`config.mk`:
```
export PLATFORM = sky130hd
export DESIGN_NAME = gregorian_date_offset_weekday
export DESIGN_NICKNAME = d
export VERILOG_FILES = /design/src/rtl/gdow_pkg.sv /design/src/rtl/gregorian_date_offset_weekday.sv
export VERILOG_INCLUDE_DIRS = /design/src /design/src/rtl
export SDC_FILE = /design/constraint.sdc
export NUM_CORES = 2
export LEC_CHECK = 0
export BUFFER_PORTS_ARGS = -buffer_cell sky130_fd_sc_hd__buf_2
export CAP_MARGIN = 20
export CORE_MARGIN = 10
export CORE_UTILIZATION = 25
export CTS_BUF_LIST = sky130_fd_sc_hd__clkbuf_8
export CTS_CLUSTER_DIAMETER = 80
export DETAILED_ROUTE_END_ITERATION = 7
export HOLD_SLACK_MARGIN = 0.08
export SYNTH_ARGS = -nofsm -noshare
export SYNTH_HDL_FRONTEND = slang
export SYNTH_SLANG_ARGS = --single-unit
```
`constraint.sdc`:
```
create_clock -name clk -period 25.1 [get_ports clk]
set_input_delay 2.51 -clock clk [delete_from_list [all_inputs] [get_ports clk]]
set_output_delay 2.51 -clock clk [all_outputs]
set_load 0.02 [all_outputs]
```
`src/rtl/assert_macros.svh`:
```
// Assertion macros included by the RTL that checks itself.
`ifndef ASSERT_MACROS_SVH
`define ASSERT_MACROS_SVH

// Property holds at every clock edge out of reset.
`define CHK_HOLDS(lbl, prop, msg) \
  lbl: assert property (@(posedge clk) disable iff (!rst_n) prop) else $error(msg);

// Expression never becomes true out of reset.
`define CHK_NEVER(lbl, expr, msg) \
  lbl: assert property (@(posedge clk) disable iff (!rst_n) !(expr)) else $error(msg);

`endif

```
`src/rtl/gdow_pkg.sv`:
```
// Package with the calendar constants, status codes and helper functions.
package gdow_pkg;

  typedef enum logic [1:0] {
    ST_OK        = 2'd0,
    ST_BAD_START = 2'd1,
    ST_RANGE     = 2'd2
  } status_t;

  localparam int unsigned LAST_DAY = 3652058;  // day number of 9999-12-31
  localparam int unsigned MAX_YEAR = 9999;
  localparam int unsigned YEAR_RECIP = 734951;  // floor(2^28 / 365.2425)
  localparam int unsigned YEAR_SHIFT = 28;

  localparam logic [4:0] MONTH_LEN [13] = '{5'd0, 5'd31, 5'd28, 5'd31, 5'd30, 5'd31,
                                            5'd30, 5'd31, 5'd31, 5'd30, 5'd31, 5'd30, 5'd31};
  localparam logic [8:0] CUM_START [13] = '{9'd0, 9'd0, 9'd31, 9'd59, 9'd90, 9'd120,
                                            9'd151, 9'd181, 9'd212, 9'd243, 9'd273,
                                            9'd304, 9'd334};

  // Quotient by 100 through a reciprocal, exact for any 14-bit value.
  function automatic logic [7:0] div100(input logic [13:0] y);
    logic [26:0] t;
    t = 27'(y) * 27'd5243;
    return t[26:19];
  endfunction

  // Leap test given the year and its quotient by 100.
  function automatic logic leap_yr(input logic [13:0] y, input logic [7:0] q);
    logic [13:0] hund;
    hund = 14'(q) * 14'd100;
    if (y == hund) return (q[1:0] == 2'd0);
    return (y[1:0] == 2'd0);
  endfunction

  // Remainder by 7: octal digits fold because 8 leaves 1.
  function automatic logic [2:0] mod7(input logic [21:0] x);
    logic [23:0] w;
    logic [5:0]  s;
    logic [3:0]  s2;
    w = {2'b00, x};
    s = '0;
    for (int i = 0; i < 8; i++) s = s + 6'(w[3*i +: 3]);
    s2 = 4'(s[5:3]) + 4'(s[2:0]);
    if (s2 >= 4'd14) return 3'd0;
    if (s2 >= 4'd7) return 3'(s2 - 4'd7);
    return s2[2:0];
  endfunction

endpackage

```
`src/rtl/gregorian_date_offset_weekday.sv`:
```
// Top level: Gregorian date plus signed day offset, with weekday, as a ten-stage pipeline.
//
//  channel | signals                                         | direction
//  in      | in_valid, in_stall, in_start_*, in_day_offset   | into block
//  out     | out_valid, out_stall, out_result_*, out_weekday | out of block
//
// One word may enter every cycle while no output stall holds the pipeline; the depth
// is set by the three reciprocal multiplies and the year correction. Reset clears only
// the stage valid bits. An output stall while out_valid is high freezes every stage at
// once and is passed back as in_stall.
`include "assert_macros.svh"

module gregorian_date_offset_weekday
  import gdow_pkg::*;
#(
  parameter int OFFSET_WIDTH = 17
) (
  input  logic                           clk,
  input  logic                           rst_n,
  input  logic                           in_valid,
  output logic                           in_stall,
  input  logic [13:0]                    in_start_year,
  input  logic [3:0]                     in_start_month,
  input  logic [4:0]                     in_start_day,
  input  logic signed [OFFSET_WIDTH-1:0] in_day_offset,
  output logic                           out_valid,
  input  logic                           out_stall,
  output logic [13:0]                    out_result_year,
  output logic [3:0]                     out_result_month,
  output logic [4:0]                     out_result_day,
  output logic [2:0]                     out_weekday,
  output logic [1:0]                     out_status
);

  localparam int NW = ((OFFSET_WIDTH > 22) ? OFFSET_WIDTH : 22) + 2;

  logic adv;
  logic [9:0] v_r;

  // Stage 1
  logic [13:0] y1_r;
  logic [3:0]  m1_r;
  logic [4:0]  d1_r;
  logic signed [OFFSET_WIDTH-1:0] o1_r;
  logic [7:0]  q1_r;
  // Stage 2
  logic        bad2_r;
  logic [13:0] p2_r;
  logic [7:0]  p100_2_r;
  logic [5:0]  p400_2_r;
  logic signed [NW-1:0] dof2_r;
  // Stage 3
  logic        bad3_r;
  logic [21:0] base3_r;
  logic signed [NW-1:0] dof3_r;
  // Stage 4
  status_t     st4_r;
  logic [21:0] n4_r;
  // Stage 5
  status_t     st5_r;
  logic [21:0] n5_r;
  logic [13:0] e5_r;
  logic [2:0]  wk5_r;
  // Stage 6
  status_t     st6_r;
  logic [21:0] n6_r;
  logic [13:0] e6_r;
  logic [7:0]  q6_r;
  logic [2:0]  wk6_r;
  // Stage 7
  status_t     st7_r;
  logic [21:0] n7_r;
  logic [13:0] e7_r;
  logic [22:0] db7_r;
  logic        lpe7_r, lpe17_r;
  logic [2:0]  wk7_r;
  // Stage 8
  status_t     st8_r;
  logic [13:0] yr8_r;
  logic [8:0]  r8_r;
  logic        lp8_r;
  logic [2:0]  wk8_r;
  // Stage 9
  status_t     st9_r;
  logic [13:0] yr9_r;
  logic [8:0]  r9_r;
  logic        lp9_r;
  logic [3:0]  rm9_r;
  logic [2:0]  wk9_r;
  // Output
  logic [13:0] oy_r;
  logic [3:0]  om_r;
  logic [4:0]  od_r;
  logic [2:0]  ow_r;
  status_t     ost_r;

  // Next values
  logic [7:0]  q1_nxt;
  logic        lp2, bad2_nxt;
  logic [3:0]  mi2;
  logic [4:0]  mlen2;
  logic [8:0]  doy2;
  logic        rz2;
  logic [13:0] hund2;
  logic signed [NW-1:0] dof2_nxt;
  logic [22:0] base3_nxt;
  logic signed [NW-1:0] nsum4;
  status_t     st4_nxt;
  logic [42:0] prod5;
  logic [7:0]  q6_nxt;
  logic [13:0] hund7;
  logic [6:0]  re7;
  logic [6:0]  re17;
  logic [7:0]  q17;
  logic [13:0] e17;
  logic        lpe7_nxt, lpe17_nxt;
  logic [22:0] db7_nxt;
  logic [13:0] yr8_nxt;
  logic [22:0] r8_full;
  logic        lp8_nxt;
  logic [3:0]  rm9_nxt;
  logic [8:0]  mstart10;
  logic [8:0]  day10;

  // Output word shape, for the checks at the end.
  logic out_ok;
  logic out_date_sane;
  logic out_fields_zero;

  assign adv       = !(v_r[9] && out_stall);
  assign in_stall  = !adv;
  assign out_valid = v_r[9];

  always_comb begin
    q1_nxt = div100(in_start_year);

    // Stage 2: check the start date and find its day of year.
    lp2   = leap_yr(y1_r, q1_r);
    mi2   = (m1_r >= 4'd1 && m1_r <= 4'd12) ? m1_r : 4'd0;
    mlen2 = MONTH_LEN[mi2] + 5'((mi2 == 4'd2) && lp2);
    bad2_nxt = (y1_r == 14'd0) || (y1_r > 14'(MAX_YEAR)) || (mi2 == 4'd0) ||
               (d1_r == 5'd0) || (d1_r > mlen2);
    doy2  = CUM_START[mi2] + 9'(lp2 && (mi2 > 4'd2)) + 9'(d1_r) - 9'd1;
    hund2 = 14'(q1_r) * 14'd100;
    rz2   = (y1_r == hund2);
    dof2_nxt = $signed({{(NW-9){1'b0}}, doy2}) +
               $signed({{(NW-OFFSET_WIDTH){o1_r[OFFSET_WIDTH-1]}}, o1_r});

    // Stage 3: days before the start year.
    base3_nxt = 23'(p2_r) * 23'd365 + 23'(p2_r[13:2]) - 23'(p100_2_r) + 23'(p400_2_r);

    // Stage 4: day number and range check.
    nsum4 = $signed({{(NW-22){1'b0}}, base3_r}) + dof3_r;
    if (bad3_r) begin
      st4_nxt = ST_BAD_START;
    end else if (nsum4[NW-1] || (nsum4 > $signed(NW'(LAST_DAY)))) begin
      st4_nxt = ST_RANGE;
    end else begin
      st4_nxt = ST_OK;
    end

    // Stage 5: year estimate, true year or one below it.
    prod5 = 43'(n4_r + 22'd5) * 43'(YEAR_RECIP);

    // Stage 6
    q6_nxt = div100(e5_r);

    // Stage 7: days before the estimate and leap flags of years e and e+1.
    hund7 = 14'(q6_r) * 14'd100;
    re7   = 7'(e6_r - hund7);
    re17  = (re7 == 7'd99) ? 7'd0 : re7 + 7'd1;
    q17   = (re7 == 7'd99) ? q6_r + 8'd1 : q6_r;
    e17   = e6_r + 14'd1;
    lpe7_nxt  = (re7 == 7'd0) ? (q6_r[1:0] == 2'd0) : (e6_r[1:0] == 2'd0);
    lpe17_nxt = (re17 == 7'd0) ? (q17[1:0] == 2'd0) : (e17[1:0] == 2'd0);
    db7_nxt = 23'(e6_r) * 23'd365 + 23'(e6_r[13:2]) - 23'(q6_r) + 23'(q6_r[7:2]);

    // Stage 8: correct the estimate and take the day of year.
    if (db7_r > 23'(n7_r)) begin
      yr8_nxt = e7_r;
      r8_full = 23'(n7_r) + 23'd365 + 23'(lpe7_r) - db7_r;
      lp8_nxt = lpe7_r;
    end else begin
      yr8_nxt = e7_r + 14'd1;
      r8_full = 23'(n7_r) - db7_r;
      lp8_nxt = lpe17_r;
    end

    // Stage 9: month by parallel compares against month starts.
    rm9_nxt = 4'd1;
    for (int k = 2; k <= 12; k++) begin
      if (r8_r >= CUM_START[k] + 9'(lp8_r && (k > 2))) rm9_nxt = rm9_nxt + 4'd1;
    end

    // Stage 10: day of month.
    mstart10 = CUM_START[rm9_r] + 9'(lp9_r && (rm9_r > 4'd2));
    day10    = r9_r - mstart10 + 9'd1;
  end

  always_ff @(posedge clk) begin
    if (!rst_n) begin
      v_r <= '0;
    end else if (adv) begin
      v_r <= {v_r[8:0], in_valid};
    end
  end

  always_ff @(posedge clk) begin
    if (adv) begin
      y1_r <= in_start_year;
      m1_r <= in_start_month;
      d1_r <= in_start_day;
      o1_r <= in_day_offset;
      q1_r <= q1_nxt;

      bad2_r   <= bad2_nxt;
      p2_r     <= y1_r - 14'd1;
      p100_2_r <= q1_r - 8'(rz2);
      p400_2_r <= q1_r[7:2] - 6'(rz2 && (q1_r[1:0] == 2'd0));
      dof2_r   <= dof2_nxt;

      bad3_r  <= bad2_r;
      base3_r <= base3_nxt[21:0];
      dof3_r  <= dof2_r;

      st4_r <= st4_nxt;
      n4_r  <= nsum4[21:0];

      st5_r <= st4_r;
      n5_r  <= n4_r;
      e5_r  <= prod5[YEAR_SHIFT +: 14];
      wk5_r <= mod7(n4_r + 22'd1);

      st6_r <= st5_r;
      n6_r  <= n5_r;
      e6_r  <= e5_r;
      q6_r  <= q6_nxt;
      wk6_r <= wk5_r;

      st7_r   <= st6_r;
      n7_r    <= n6_r;
      e7_r    <= e6_r;
      db7_r   <= db7_nxt;
      lpe7_r  <= lpe7_nxt;
      lpe17_r <= lpe17_nxt;
      wk7_r   <= wk6_r;

      st8_r <= st7_r;
      yr8_r <= yr8_nxt;
      r8_r  <= r8_full[8:0];
      lp8_r <= lp8_nxt;
      wk8_r <= wk7_r;

      st9_r  <= st8_r;
      yr9_r  <= yr8_r;
      r9_r   <= r8_r;
      lp9_r  <= lp8_r;
      rm9_r  <= rm9_nxt;
      wk9_r  <= wk8_r;

      ost_r <= st9_r;
      if (st9_r == ST_OK) begin
        oy_r <= yr9_r;
        om_r <= rm9_r;
        od_r <= day10[4:0];
        ow_r <= wk9_r;
      end else begin
        oy_r <= '0;
        om_r <= '0;
        od_r <= '0;
        ow_r <= '0;
      end
    end
  end

  assign out_result_year  = oy_r;
  assign out_result_month = om_r;
  assign out_result_day   = od_r;
  assign out_weekday      = ow_r;
  assign out_status       = ost_r;

  assign out_ok          = out_valid && (out_status == ST_OK);
  assign out_date_sane   = (out_result_month >= 4'd1) && (out_result_month <= 4'd12) &&
                           (out_result_day != 5'd0) && (out_result_year != 14'd0);
  assign out_fields_zero = (out_result_year == 14'd0) && (out_result_month == 4'd0) &&
                           (out_result_day == 5'd0) && (out_weekday == 3'd0);

  `CHK_HOLDS(a_ok_date, out_ok |-> out_date_sane, "ok word carries an impossible date")
  `CHK_HOLDS(a_err_zero, (out_valid && !out_ok) |-> out_fields_zero, "error word has nonzero fields")
  `CHK_NEVER(a_wk_range, out_valid && out_weekday == 3'd7, "weekday out of range")

endmodule

```
==> impl_metrics.toml <==
[synth]
yosys.area_share.xor_xnor_pct = 5.06
yosys.area.top_type = "edfxtp_1"
synth_edf_count = 402
ys_top_cells_by_area = "edfxtp_1 (27%), fa_1 (24%), ha_1 (21%), inv_1 (8.5%), xnor2_1 (3.4%)"
synth_nets = 5259
synth_top_family_by_area = "adder cells"
synth_fa_ha_area_share_pct = 45.0
syn_inst = 3946
synth-seq-cells = 412
syn_area_um2 = 43900
yosys.area_share.simple_pct = 6.33
ys.flop_type = "edfxtp_1"
synthArstFlopShare_pct = 0
muxShareOfSynthArea_pct = 0.464
yosys_warnings = 0
synth_cell_types = 88
synth_top_area_share_pct = 27.5
ys_seq_area_share_pct = 27.9
syn_area_per_cell_um2 = 11.1
synth-compound-area-share_pct = 6.38

[die]
die_width_um = 439
ioPinCount = 74
dieArea_um2 = 193000
rows = 153
start_util_pct = 25.2
coreArea_um2 = 174000
die_h_um = 439

[critical_path]
crit_buf_inv = 2
critical_path.max_stage_delay_ns = 0.69
worstPathMaxFanout = 8
worst_ep_arrival_time_ns = 9.62
start_kind = "flop"
critical-path-top-delay-family = "adder cells"
crit_path_top_delay_cell = "xor2_1"
worstPathRequired_ns = 25.54
reg2reg_from = "n4_r[0]"
critPathKind = "flop to flop"
crit_top_cell = "fa_1"
crit_path_end_kind = "flop"
startpoint = "n4_r[0]"

[clock_tree]
clk_latency_ns = 0.71
root_buffer = "clkbuf_8"
clkSlewWorstSetupHoldPaths_ns = 0.05
clockBufferDepth = 3
numCtsBuffers = 74
cts_tree = "done"
cts_resized = 0
cts.sinks = 412
post_cts_buffers = 0
postCtsHoldBufs = 0
h-tree-depth = 3

[cells_and_area]
fin_area_um2 = 48700
syn_to_final_growth_pct = 10.8
fin_nets = 5396
regArea_um2 = 12300
n_fill_cell = 18000
layout-drive-gt1-share_pct = 5.64
multi_input_area_um2 = 27800
utilization_pct = 27.9

[hold_path]
hold_start = "wk6_r[1]"
hold_path_class = "flop to flop"

[run_status]
status = "completed"

[timing]
maxSlewViolCount = 0
rsz0062_at_grt = "no"
setup_ws_ns = 15.91
maxSlewHeadroom_pct = 25.5
fin_setup_tns_ns = 0
setup_viol = 0
fin_crit_ns = 9.19
tightest_slew_ns = 1.11
hold_viol = 0
clock_skew_ns = 0.0357
fin_crit_sh_pct = 36.6
fmax_ghz = 0.109

[detailed_routing]
first_pass_iters = 5
dr_total_vias = 26800
route.detailed.drc = 0
antenna_left = 0
routed_wl_mm = 88.7
via_per_inst = 4.14
wl_per_cell_um = 13.7
drt-initial-drc-count = 1372

[global_route]
grt_usage_pct = 9.33
grt_pass1_wl_mm = 148
grt_pass1_vias = 28800
antenna_found_initial = 2
grt_overflow = 0
grt_max_degree = 87

[placement]
placed_area_um2 = 47200
io_buffers = 73
place_ws_ns = 15.82
dp_hpwl_mm = 74.3
gp_congestion = 0.876

[job]
max_cap_violations = 0
cell families after synthesis:
group	Yosys count
AO/OA/AOI/OAI	430
XOR/XNOR	246
adder cells (fa/ha/maj)	1269
buffers and inverters	1025
flip-flops	412
multiplexers	17
AND/OR/NAND/NOR	547
metal layers:
| metal | part of all wire (%) | GRT usage [%] |
|---|---|---|
| met3 | 3.5 | 1.45 |
| met2 | 49 | 16.2 |
| met4 | 2.1 | 2.48 |
| met5 | 0 | 0 |
| met1 | 46 | 12.0 |
registers in the layout, summed over array words and instances (netlist names), 17 cells and up:
| signal | count |
|---|---|
| db7_r | 23 |
| n6_r | 22 |
| o1_r | 17 |
| dof2_r | 18 |
| n5_r | 22 |
| n4_r | 22 |
| dof3_r | 18 |
| n7_r | 22 |
| base3_r | 22 |
cell usage after synthesis (23+ instances only):
cell	count
fa_1	519
and2_1	27
edfxtp_1	402
xor2_1	71
o21ai_0	81
inv_1	993
a21oi_1	123
nand2b_1	26
xnor2_1	169
nor2_1	123
nor2b_1	27
nor3_1	47
nand3_1	45
ha_1	750
nand4_1	26
o21bai_1	24
clkbuf_1	23
and3_1	31
nand2_1	128
a21o_1	57
stage by stage:
stage	hold WS (ns)	instances
detailed placement	0.405	6330
CTS	0.394	6455
global placement	0.400	6330
floorplan	0.400	3946
global route	0.414	6459
finish	0.406	6459
placed cells by master (no fill, tap or decap), drive strengths merged, types with 10 or more instances in the layout:
cell / instances
clkbuf: 74
a21oi: 124
or2: 10
nand4: 26
a211oi: 22
nand2b: 26
and3: 32
clkinv: 25
ha: 750
a31oi: 13
o21a: 19
a21o: 57
nor3: 48
dfxtp: 10
edfxtp: 402
buf: 90
xor2: 73
nor2: 123
fa: 519
inv: 1011
o21bai: 24
nor2b: 27
nand3: 45
and2: 27
a21boi: 17
xnor2: 170
or3: 13
o21ai: 84
nand2: 128
path summary, 6_finish.rpt:
| kind | end | slack, ns | cells after the start |
|---|---|---|---|
| worst max register to register | e5_r[13] | 15.91 | 27 |
| worst max-delay path | e5_r[13] | 15.91 | 27 |
| worst min register to register | wk7_r[1] | 0.41 | 0 |
| worst min-delay path | wk7_r[1] | 0.41 | 0 |
layout make-up:
| cell class | count | area share, % |
|---|---|---|
| Antenna cell | 2 | 0.0103 |
| Clock buffer | 74 | 2.09 |
| Clock inverter | 51 | 0.835 |
| Inverter | 995 | 7.67 |
| Multi-Input combinational cell | 2509 | 57.1 |
| Sequential cell | 412 | 25.2 |
| Tap cell | 2325 | 5.98 |
| Timing Repair Buffer | 91 | 1.08 |
Power is not shown: default switching activity piles up to over one toggle a cycle in this logic, so the estimate is an artifact.
